==> config.mk <==
export PLATFORM = sky130hd
export DESIGN_NAME = hcomp_div_cell
export DESIGN_NICKNAME = d
export VERILOG_FILES = /design/src/rtl/hcomp_pkg.sv /design/src/rtl/hcomp_div_cell.sv
export SDC_FILE = /design/constraint.sdc
export NUM_CORES = 1
export LEC_CHECK = 0
export ABC_AREA = 1
export ABC_CLOCK_PERIOD_IN_PS = 1850
export BUFFER_PORTS_ARGS = -buffer_cell sky130_fd_sc_hd__buf_2
export CORE_MARGIN = 2
export CORE_UTILIZATION = 30
export CTS_BUF_LIST = sky130_fd_sc_hd__clkbuf_4
export CTS_CLUSTER_DIAMETER = 80
export CTS_CLUSTER_SIZE = 30
export DETAILED_ROUTE_END_ITERATION = 10
export HOLD_SLACK_MARGIN = 0.06
export PLACE_DENSITY = 0.54
export SLEW_MARGIN = 40
export SYNTH_ARGS = -nofsm -noshare
export SYNTH_HDL_FRONTEND = slang
export SYNTH_SLANG_ARGS = --single-unit
export TNS_END_PERCENT = 50
==> constraint.sdc <==
create_clock -name clk_i -period 1.85 [get_ports clk_i]
set_input_delay 0.2775 -clock clk_i [delete_from_list [all_inputs] [get_ports clk_i]]
set_output_delay 0.2775 -clock clk_i [all_outputs]
set_load 0.02 [all_outputs]
==> src/rtl/hcomp_pkg.sv <==
`default_nettype none
// ----------------------------------------------------------------------------
// hcomp_pkg
// shared widths, arctangent table and pipeline payload types for the
// magnetometer compass heading block
// ----------------------------------------------------------------------------
package hcomp_pkg;

  localparam int unsigned ANGLE_STAGES_DEF = 16;
  localparam int unsigned ARC_LEN          = 24;

  localparam int unsigned RAW_W  = 16;
  localparam int unsigned SPAN_W = 16;  // |high - low|
  localparam int unsigned MAG_W  = 17;  // |2*raw - low - high|
  localparam int unsigned PROD_W = 43;  // 1000 * mag * span
  localparam int unsigned NUM_W  = 28;  // 2000 * mag + span
  localparam int unsigned DEN_W  = 17;  // 2 * span
  localparam int unsigned QUO_W  = 16;
  localparam int unsigned REM_W  = 34;
  localparam int unsigned NORM_W = 60;
  localparam int unsigned NORM_STEPS = 6;
  localparam int unsigned CORD_W = 64;
  localparam int unsigned ANG_W  = 32;
  localparam int unsigned ANG_FRAC = 16;
  localparam int unsigned HEAD_W = 16;
  localparam int unsigned QANG_W = 14;

  localparam logic [ANG_W-1:0] ANG_ROUND = 32'd32768;
  localparam logic [QANG_W-1:0] QANG_MAX = 14'd9000;
  localparam logic [HEAD_W-1:0] HEAD_HALF = 16'd18000;
  localparam logic [HEAD_W-1:0] HEAD_FULL = 16'd36000;
  localparam logic [NUM_W-1:0] MAP_SCALE2 = 28'd2000;
  localparam logic [PROD_W-1:0] MAP_SCALE = 43'd1000;

  // atan(2^-i) in 1/65536 centidegree
  localparam logic [ANG_W-1:0] ARC_TABLE [ARC_LEN] = '{
    32'd294912000, 32'd174096719, 32'd91987925, 32'd46694507, 32'd23437865,
    32'd11730358, 32'd5866610, 32'd2933484, 32'd1466764, 32'd733385,
    32'd366693, 32'd183346, 32'd91673, 32'd45837, 32'd22918, 32'd11459,
    32'd5730, 32'd2865, 32'd1432, 32'd716, 32'd358, 32'd179, 32'd90, 32'd45
  };

  typedef enum logic [1:0] {
    REG_X_LOW  = 2'd0,
    REG_X_HIGH = 2'd1,
    REG_Y_LOW  = 2'd2,
    REG_Y_HIGH = 2'd3
  } reg_idx_e;

  typedef struct packed {
    logic neg_x;
    logic neg_y;
    logic zero_x;
    logic zero_y;
    logic err;
  } head_side_t;

  typedef struct packed {
    logic [PROD_W-1:0] ax;
    logic [PROD_W-1:0] ay;
    logic [NUM_W-1:0]  nx;
    logic [NUM_W-1:0]  ny;
    logic [DEN_W-1:0]  dx;
    logic [DEN_W-1:0]  dy;
    logic              ovf_x;
    logic              ovf_y;
    head_side_t        side;
  } front_t;

  typedef struct packed {
    logic [NORM_W-1:0] ax;
    logic [NORM_W-1:0] ay;
    head_side_t        side;
  } norm_t;

  typedef struct packed {
    logic signed [CORD_W-1:0] x;
    logic signed [CORD_W-1:0] y;
    logic signed [ANG_W-1:0]  z;
    head_side_t               side;
  } cord_t;

  typedef struct packed {
    logic [REM_W-1:0] rem;
    logic [DEN_W-1:0] den;
    logic [QUO_W-1:0] quo;
    logic             ovf;
  } div_t;

endpackage
`default_nettype wire

==> src/rtl/hcomp_div_cell.sv <==
`default_nettype none
// ----------------------------------------------------------------------------
// hcomp_div_cell
// one restoring division step, settles one quotient bit
// ----------------------------------------------------------------------------
module hcomp_div_cell #(
  parameter int unsigned BIT = 0
) (
  input  wire logic            clk_i,
  input  wire logic            en_i,
  input  hcomp_pkg::div_t      div_i,
  output hcomp_pkg::div_t      div_o
);
  import hcomp_pkg::*;

  logic [REM_W-1:0] dsh;
  logic             take;
  logic [QUO_W-1:0] quo_d;
  div_t             div_q;

  assign dsh   = REM_W'(div_i.den) << BIT;
  assign take  = div_i.rem >= dsh;
  assign quo_d = div_i.quo | (QUO_W'(take) << BIT);

  always_ff @(posedge clk_i) begin
    if (en_i) begin
      div_q.rem <= take ? div_i.rem - dsh : div_i.rem;
      div_q.den <= div_i.den;
      div_q.quo <= quo_d;
      div_q.ovf <= div_i.ovf;
    end
  end

  assign div_o = div_q;

endmodule
`default_nettype wire

* Word-level counts from Yosys, hierarchy flattened
Index checks and enable logic that the tools add are counted.
Storage, ports and cells: bits of input ports 70, logic and storage cells 8, output and inout port bits 68, bits in registers 68
Cells by class: add/sub/neg operators 1, bitwise operators 1, mux-type cells 1, order comparisons 1
Operator list (number):
- $ge 34x17->1 | 1
- $mux 34 | 1
- $sub 34x17->34 | 1
- $or 16x1->16 | 1

* Longest topological paths before layout
Gate-level depths: netlist of run 1.
depth after elaboration 2, gate-level depth with buffers 14, mapped depth without buffers 14

* Least setup slack after synthesis of run 1
OpenSTA, ideal clock, no wires.
path kind input-to-reg, start point input port div_i[34] in the netlist's numbering, end point register div_q (netlist bit div_o[41]) (data pin), required time 1593 ps, setup time 257 ps, path slack -117 ps, stages on the path 12, path buffers 1, arrival 1710 ps, path through inv_1 ha_1 fa_1 inv_1 nand3_1 nand3_1 nand2_1 nand2_2 nor2_8 buf_6 nand2_1 o21ai_2
Between the ends: word-level cells in the longest chain between the ends 2
Ends and longest elaborated chain:
- start, declared | RTL line hcomp_div_cell.sv:11 | input hcomp_pkg::div_t div_i,
- $sub 34x17->34 / $ge 34x17->1 (equally long branches) | RTL line hcomp_div_cell.sv:27, hcomp_div_cell.sv:22
- $mux 34 (*) | RTL line hcomp_div_cell.sv:27 | div_q.rem <= take ? div_i.rem - dsh : div_i.rem;
- end, declared | RTL line hcomp_div_cell.sv:19 | div_t div_q;
Mark *: on every way between the ends. The rest lies on a longest branch, timed or not. A chain may end at the register's enable or synchronous reset.

* Worst setup path after layout of run 1
start point input port div_i[21] in the netlist's numbering, end point register div_q (netlist bit div_o[62]) (data pin)
The elaborated chain is that of the path after synthesis.

==> out/results.txt, run 1 <==
The flow ran to the end, and the final reports show no timing, DRC or antenna violations. Clock-pin slew was measured on the worst setup and hold paths at 120 ps. The congestion estimate from routability-driven global placement came to 0.849.

By area the synthesized netlist is led by sky130_fd_sc_hd__edfxtp_1, sky130_fd_sc_hd__nand2_1, sky130_fd_sc_hd__inv_1, sky130_fd_sc_hd__ha_1, sky130_fd_sc_hd__nor2_1. In the final layout, the multi-input gates occupy 1970 um^2. IR analysis of the VDD net gives a maximum drop of 369 uV.

The count of cells in the finished layout, fillers not included, comes to 972. For the share of the yosys chip area belonging to registers, the log shows 47.5%. The share of post-route cells with drive strength above 1 was 35.7%.

The leading area contributor after synthesis was sky130_fd_sc_hd__edfxtp_1. Post-synth design cell area: 4300 um^2. Summed over all layers, the routed wires come to 12900 um. Leaving out fill and tap cells, the most frequent cell in the layout is sky130_fd_sc_hd__nand2_1. Headroom to the max-slew limit came out at 78.0%. The tree built by TritonCTS fans out to 68 sinks. The tools report the initial antenna violation count as 0. At the placement stage, the worst setup path has a slack of -401 ps. Setup violations remaining at the end of the flow were counted as 0. The leakage power is 3.10 nW, and the layout overhead on the synthesized area is 49.8%.

TritonCTS built the clock tree. The routed via count divided by cell count was 4.31. The area of the core is 13900 um^2, and the utilization of the core after routing is 46.2%. After global routing the overflow that remains totals 0.

The count of nets left with antenna violations after detail routing is 0, and the share of Yosys cell area claimed by the top area cell type is 47.5%. The maximum clock insertion buffer count came out at 2. The number of pins with negative max-slew slack in the final report is 0, and the number of global-route vias before repair is 4025. Once placement completed, the tool counted placed cells totaling 922. In this run the count of I/O pins placed on the die edge is 138. The width of the chip came out at 124 um.

Counting stages on the worst path, the most repeated cell is sky130_fd_sc_hd__nand2_1. In the layout the commonest cells are sky130_fd_sc_hd__nand2_1, sky130_fd_sc_hd__buf_2, sky130_fd_sc_hd__inv_1. The worst-margin pin slew works out to 329 ps. The repair_antennas step left the layout with diodes totalling 0. In this run the mean area of a mapped cell was 8.15 um^2. The initial utilization of the core area, before any placement, comes to 30.8%. Buffers placed on the I/O ports in this run total 137.

The logs give 43 for the number of rows in the core area and 113 ps for the least setup slack across all paths after layout. Global routing used 17.2% of the available tracks across all layers. The placed instances occupy a cell area of 5870 um^2.

The run gives 43.8% as the sequential group share of total power. Max-cap violations in this run came to 0. Per report_power, the clock group accounts for 26.1% of the total.

After detailed routing, the average wire length per cell comes to 13.2 um. The data arrival time of the worst path was 1940 ps. The final period utilization came out at 93.9%.

Yosys printed 0 warnings. Synthesis produced 527 cells. The run gives 6430 um^2 as the final instance area. For this design the ratio of total power to cell area is 680 nW/um^2.

The final critical delay including setup and external delays works out to 1740 ps. Post-synthesis net count: 615. The tools report the total net switching power as 1.36 mW. Setup repair after global routing left no endpoint under its margin.

The clock buffer count from CTS is 9, and the vertical die dimension is 124 um. In this run the number of H-tree levels came out at 3. The switching power as a share of total power was 31.0%.

For the area of all sequential standard cells, the log shows 2040 um^2. Class of the most critical setup path: in -> reg. Maximum clock rate: 576 MHz. The worst hold path belongs to the class in -> reg.

The endpoint class of the critical path was a flip-flop. Highest fanout seen on the critical path: 9. The relative contribution of combinational cells to total power was 30.2%; the total via count in the routed design was 4193. The number of buffer and inverter instances along the worst setup path was 4. The signal on the critical path passes through buf_2 > inv_1 > ha_1 > nand2_1 > inv_1 > nand2_1 > nand2_1 > nand2_1 > nand3_2 > nand2_2 > nand2_4 > nor2_8 > clkbuf_16 > a21oi_1.

The critical path startpoint category was a primary input. Among all stages on the critical path, the largest delay is contributed by sky130_fd_sc_hd__ha_1. Broken down by cell family, the worst path's largest delay share belongs to simple AND/OR/NAND/NOR gates.

In the final design database the tool counted 875 nets. Data on the critical path is required at its endpoint by 2050 ps. The half-perimeter wire length after detailed placement was 10300 um; the total die area was 15300 um^2. Entering global routing, the biggest net connects 40 pins. After filler insertion, the fill cell instance count of the layout stands at 1422. Flip-flop count of the largest register, all copies and words added: 68. The count of endpoints failing hold in the final timing report is 0, and the violation count after the first detailed-route iteration is 220. In this design, the stage delay of the slowest critical-path cell is 340 ps. The flip-flop and latch count after synthesis came out at 68.

The number of setup buffers added after CTS is 0. The root buffer cell chosen for the clock tree is sky130_fd_sc_hd__clkbuf_4. Counting distinct cell types in the post-synthesis netlist gives 33. The logs give 3.01 mW for the cell-internal power and 0 for the number of DRC violations after detailed routing. For the total iterations of the first detailed-routing run, the log shows 5.

The first global-routing pass estimated 19900 um of wire.
## power by group through the flow
stage	clock network (mW)	registers, mW	logic, mW
floorplan	0	2.16	0.465
global placement	0	1.95	1.26
detailed placement	0	1.95	1.26
CTS	1.18	1.92	1.32
global route	1.23	1.93	1.46
finish	1.14	1.91	1.32
## per-layer routing
metal	GRT usage [%]	share of wire, %	vias up
met5	0	0	-
met1	23.4	49	1851
met4	4.55	0.94	0
met2	27.8	44	108
li1	-	-	2223
met3	3.75	5.6	11
## kinds of logic (layout without fill, tap and decap cells)
kind of cell	count (synthesis)	after routing	share of synthesized area, %
compound gates	46	46	6.90
xor+xnor	14	14	2.85
fa+ha+maj	18	18	5.42
buf+inv	89	354	8.48
flops	68	68	47.5
simple gates	292	292	28.8
## through the flow
step | power [mW] | TNS, ps | hold WS [ps]
floorplan | 2.63 | 0 | 376
global placement | 3.21 | -13200 | 454
detailed placement | 3.21 | -11880 | 456
CTS | 4.42 | 0 | 67.7
global route | 4.62 | 0 | 87.3
finish | 4.37 | 0 | 118
## layout make-up
cell class	instances	share of cell area (%)
Multi-Input combinational cell	370	30.7
Clock inverter	6	1.38
Sequential cell	68	31.7
Timing Repair Buffer	253	26.6
Clock buffer	10	1.17
Tap cell	180	3.50
Inverter	85	4.96
## timing repair
item                                   CTS  global route
endpoints found under the hold margin   33             0
resized for setup                        0            10
setup endpoints to repair                0            19
hold buffers                            33             0
## Yosys cell counts
cell type and number:
sky130_fd_sc_hd__a211oi_1 1, sky130_fd_sc_hd__a21boi_0 1, sky130_fd_sc_hd__a21oi_1 22, sky130_fd_sc_hd__and2_1 1
sky130_fd_sc_hd__buf_4 1, sky130_fd_sc_hd__buf_6 2, sky130_fd_sc_hd__buf_8 1, sky130_fd_sc_hd__edfxtp_1 68
sky130_fd_sc_hd__fa_1 1, sky130_fd_sc_hd__ha_1 17, sky130_fd_sc_hd__inv_1 83, sky130_fd_sc_hd__inv_2 2
sky130_fd_sc_hd__nand2_1 175, sky130_fd_sc_hd__nand2_2 4, sky130_fd_sc_hd__nand3_1 24, sky130_fd_sc_hd__nand3b_1 2
sky130_fd_sc_hd__nand4_1 7, sky130_fd_sc_hd__nor2_1 54, sky130_fd_sc_hd__nor2_2 2, sky130_fd_sc_hd__nor2_4 1
sky130_fd_sc_hd__nor2_8 1, sky130_fd_sc_hd__nor2b_1 1, sky130_fd_sc_hd__nor3_1 14, sky130_fd_sc_hd__nor3_4 1
sky130_fd_sc_hd__o211ai_1 1, sky130_fd_sc_hd__o21ai_0 5, sky130_fd_sc_hd__o21ai_2 15, sky130_fd_sc_hd__o21bai_1 1
sky130_fd_sc_hd__or2_0 1, sky130_fd_sc_hd__or2_1 1, sky130_fd_sc_hd__or2_2 3, sky130_fd_sc_hd__xnor2_1 8
sky130_fd_sc_hd__xor2_1 6
## worst paths after layout
path | startpoint | end | slack (ps) | cells past startpoint
worst min-delay path | div_i[24] | div_o[24] | 120 | 2
worst max-delay path | div_i[21] | div_o[62] | 110 | 14
No activity file was read; power rests on OpenSTA's default activity.
==> run 2: changes to the inputs <==
--- a/config.mk
+++ b/config.mk
@@ -6,7 +6,7 @@
 export NUM_CORES = 1
 export LEC_CHECK = 0
 export ABC_AREA = 1
-export ABC_CLOCK_PERIOD_IN_PS = 1850
+export ABC_CLOCK_PERIOD_IN_PS = 1500
 export BUFFER_PORTS_ARGS = -buffer_cell sky130_fd_sc_hd__buf_2
 export CORE_MARGIN = 2
 export CORE_UTILIZATION = 30
@@ -16,6 +16,7 @@
 export DETAILED_ROUTE_END_ITERATION = 10
 export HOLD_SLACK_MARGIN = 0.06
 export PLACE_DENSITY = 0.54
+export REMOVE_ABC_BUFFERS = 1
 export SLEW_MARGIN = 40
 export SYNTH_ARGS = -nofsm -noshare
 export SYNTH_HDL_FRONTEND = slang
==> constraint.sdc (replaced) <==
create_clock -name clk_i -period 1.5 [get_ports clk_i]
set_input_delay 0.225 -clock clk_i [delete_from_list [all_inputs] [get_ports clk_i]]
set_output_delay 0.225 -clock clk_i [all_outputs]
set_load 0.02 [all_outputs]
==> run 2 against run 1 <==
Net effect:
- the run now ends with negative setup slack left
- utilization rose by 9.5 points
- largest cell class is now multi-input gates
- largest power group unchanged
- setup slack got worse by 140 ps
- sequential share of layout area down 5.4 points
- die area is the same
- critical path depth is the same
==> out/results.txt, run 2 (synthesis results as in run 1) <==
The flow ran to the end, but the final reports show violations. The final reports fail on negative setup slack. The number of pins with negative max-slew slack in the final report was 0 (unchanged); the count of endpoints failing hold in the final timing report was 0 (unchanged). The routed via count divided by cell count came out at 4.43 (was 4.31). Most frequent cells in the layout: sky130_fd_sc_hd__buf_2, sky130_fd_sc_hd__buf_4, sky130_fd_sc_hd__nand2_1 (was sky130_fd_sc_hd__nand2_1, sky130_fd_sc_hd__buf_2, sky130_fd_sc_hd__inv_1). Classification of the worst-slack hold path: in -> reg (unchanged). For the data arrival time of the worst path, the log shows 1750 ps (was 1940 ps). The commonest non-fill, non-tap cell in the layout was sky130_fd_sc_hd__buf_2 (was sky130_fd_sc_hd__nand2_1). For the post-placement setup slack, the log shows -677 ps (was -401 ps).

Setup repair after global routing could not meet its margin everywhere. The vertical die dimension was 124 um (unchanged); the final-report setup violation count was 8 (was 0). The tools report the total via count in the routed design as 4597 (was 4193).

The tools report the area of all sequential standard cells as 2040 um^2 (unchanged). The tools report the number of clock sinks seen by CTS as 68 (unchanged). The count of nets left with antenna violations after detail routing was 0 (unchanged); the layout overhead on the synthesized area was 80.7% (was 49.8%). The logs give 0 (unchanged) for the number of DRC violations after detailed routing and 13900 um^2 (unchanged) for the area of the core. The starting utilization of the core area was 30.8% (unchanged). The highest fanout seen on the critical path was 5 (was 9).

The final wirelength is 14400 um (was 12900 um). For the total iterations of the first detailed-routing run, the log shows 4 (was 5). Subtracting the final worst setup slack from the clock period gives 1530 ps. The count of buffers inserted at the top-level ports was 137 (unchanged). The count of H-tree levels built during CTS is 3 (unchanged). Total die area: 15300 um^2 (unchanged). The run gives 1293 (was 1422) as the number of inserted filler cells in the final layout. The logs give 75.2% (was 78.0%) for the tightest slew margin relative to the limit and 43 (unchanged) for the number of rows in the core area. The final-stage net count was 940 (was 875).

The tools report the sum of overflow across all layers after global routing as 0 (unchanged). The width of the chip is 124 um (unchanged), and the count of antenna diodes in the layout is 0 (unchanged). The run gives 7760 um^2 (was 6430 um^2) as the final instance area. The tools report the endpoint class of the critical path as a flip-flop (unchanged). TritonCTS built the clock tree. The class of the most critical setup path is in -> reg (unchanged). The worst-margin pin slew was 372 ps (was 329 ps); the flip-flop count of the largest register, all copies and words added was 68 (unchanged).

Ratio of total power to cell area: 760 nW/um^2 (was 680 nW/um^2). The final period utilization was 102%; the cell area after placement was 6070 um^2 (was 5870 um^2). The worst slack on hold paths is 83.2 ps (was 118 ps). The maximum number of pins on one net before global-route repair was 69 (was 40); the total chip power was 5.90 mW (was 4.37 mW).

The run gives 21400 um (was 19900 um) as the first-pass GRT wire length. The tools report the cell chosen for the clock root as sky130_fd_sc_hd__clkbuf_4 (unchanged). For the number of global-route vias before repair, the log shows 4403 (was 4025). The routability congestion estimate was 0.814 (was 0.849).

The top-level port count is 138 (unchanged), and the reported max-cap violation count is 0 (unchanged). The clock transition at the registers of the reported paths works out to 120 ps (about the same). The worst vdd rail ir drop came out at 396 uV (was 369 uV). The maximum clock insertion buffer count is 2 (unchanged), and the per-cell routed wire length is 13.8 um (was 13.2 um).

The critical path startpoint category is a primary input (unchanged). The leakage power was 3.59 nW (was 3.10 nW); the total global routing track utilization was 18.7% (was 17.2%). The run gives 0 (unchanged) as the initial antenna violation count. The violation count after the first detailed-route iteration was 166 (was 220); the clock buffer count from CTS was 9 (unchanged). Based on the critical path, the design can be clocked at up to 653 MHz.

The run gives 2640 um^2 (was 1970 um^2) as the area occupied by multi-input gates. The half-perimeter wire length after detailed placement is 10400 um (was 10300 um), and the share of post-route cells with drive strength above 1 is 55.1% (was 35.7%). The logs give 1720 ps (was 2050 ps) for the required time of the worst setup path and -30.4 ps (was 113 ps) for the least setup slack across all paths after layout.
run 2: worst paths after layout:
| kind | startpoint | end | depth (start not counted) |
|---|---|---|---|
| min | div_i[49] | div_o[49] | 3 |
| max | div_i[28] | div_o[39] | 14 |
run 2: through the flow:
| stage | cells | setup TNS [ps] | utilization (%) |
|---|---|---|---|
| after floorplan | 523 | -15350 | - |
| final | 1037 | -178 | 55.7 |
| after CTS | 1030 | 0 | 52.1 |
| after global routing | 1037 | -846 | 55.7 |
| after global placement | 956 | -22270 | 43.6 |
| after detailed placement | 956 | -22220 | 43.6 |
run 2: layer usage:
layer  global-route usage, %  share of wire (%)  vias to the layer above
li1                        -                  -                     2353
met1                    25.1                 46                     2118
met2                    30.3                 47                      106
met3                    3.43                4.5                       20
met4                    6.53                2.1                        0
met5                       0                  0                        -
run 2: final cells by class:
type | instances | share of cell area [%]
flip-flops and latches | 68 | 26.3
repair buffers | 318 | 30.3
multi-input cells | 370 | 34.0
clock buffers | 9 | 0.871
well taps | 180 | 2.90
inverters | 85 | 4.30
clock inverters | 7 | 1.27
run 2: timing repair:
action | 4_1_cts | 5_1_grt
hold endpoints to repair | 46 | 1
resized for setup | 87 | 132
setup endpoints to repair | 35 | 35
hold buffers | 46 | 1
cloned | 4 | 0
pin swaps | 20 | 54
setup buffers | 8 | 7
run 2: power by group:
| part | switching [mW] | internal (mW) | leakage, nW |
|---|---|---|---|
| registers | 0.0425 | 2.32 | 0.666 |
| logic | 1.12 | 0.963 | 2.84 |
| clock network | 0.767 | 0.686 | 0.0869 |
| total | 1.93 | 3.97 | 3.59 |
run 2: critical path, stage by stage:
cell and delay [ps]:
sky130_fd_sc_hd__buf_2 100, sky130_fd_sc_hd__inv_2 50, sky130_fd_sc_hd__ha_4 300, sky130_fd_sc_hd__nand2_4 70, sky130_fd_sc_hd__inv_6 70, sky130_fd_sc_hd__nand2_4 70, sky130_fd_sc_hd__nor2_4 90, sky130_fd_sc_hd__nand4_1 150
sky130_fd_sc_hd__nand2_4 150, sky130_fd_sc_hd__nor2_8 70, sky130_fd_sc_hd__buf_12 140, sky130_fd_sc_hd__buf_16 140, sky130_fd_sc_hd__nand2_2 60, sky130_fd_sc_hd__o21ai_2 40
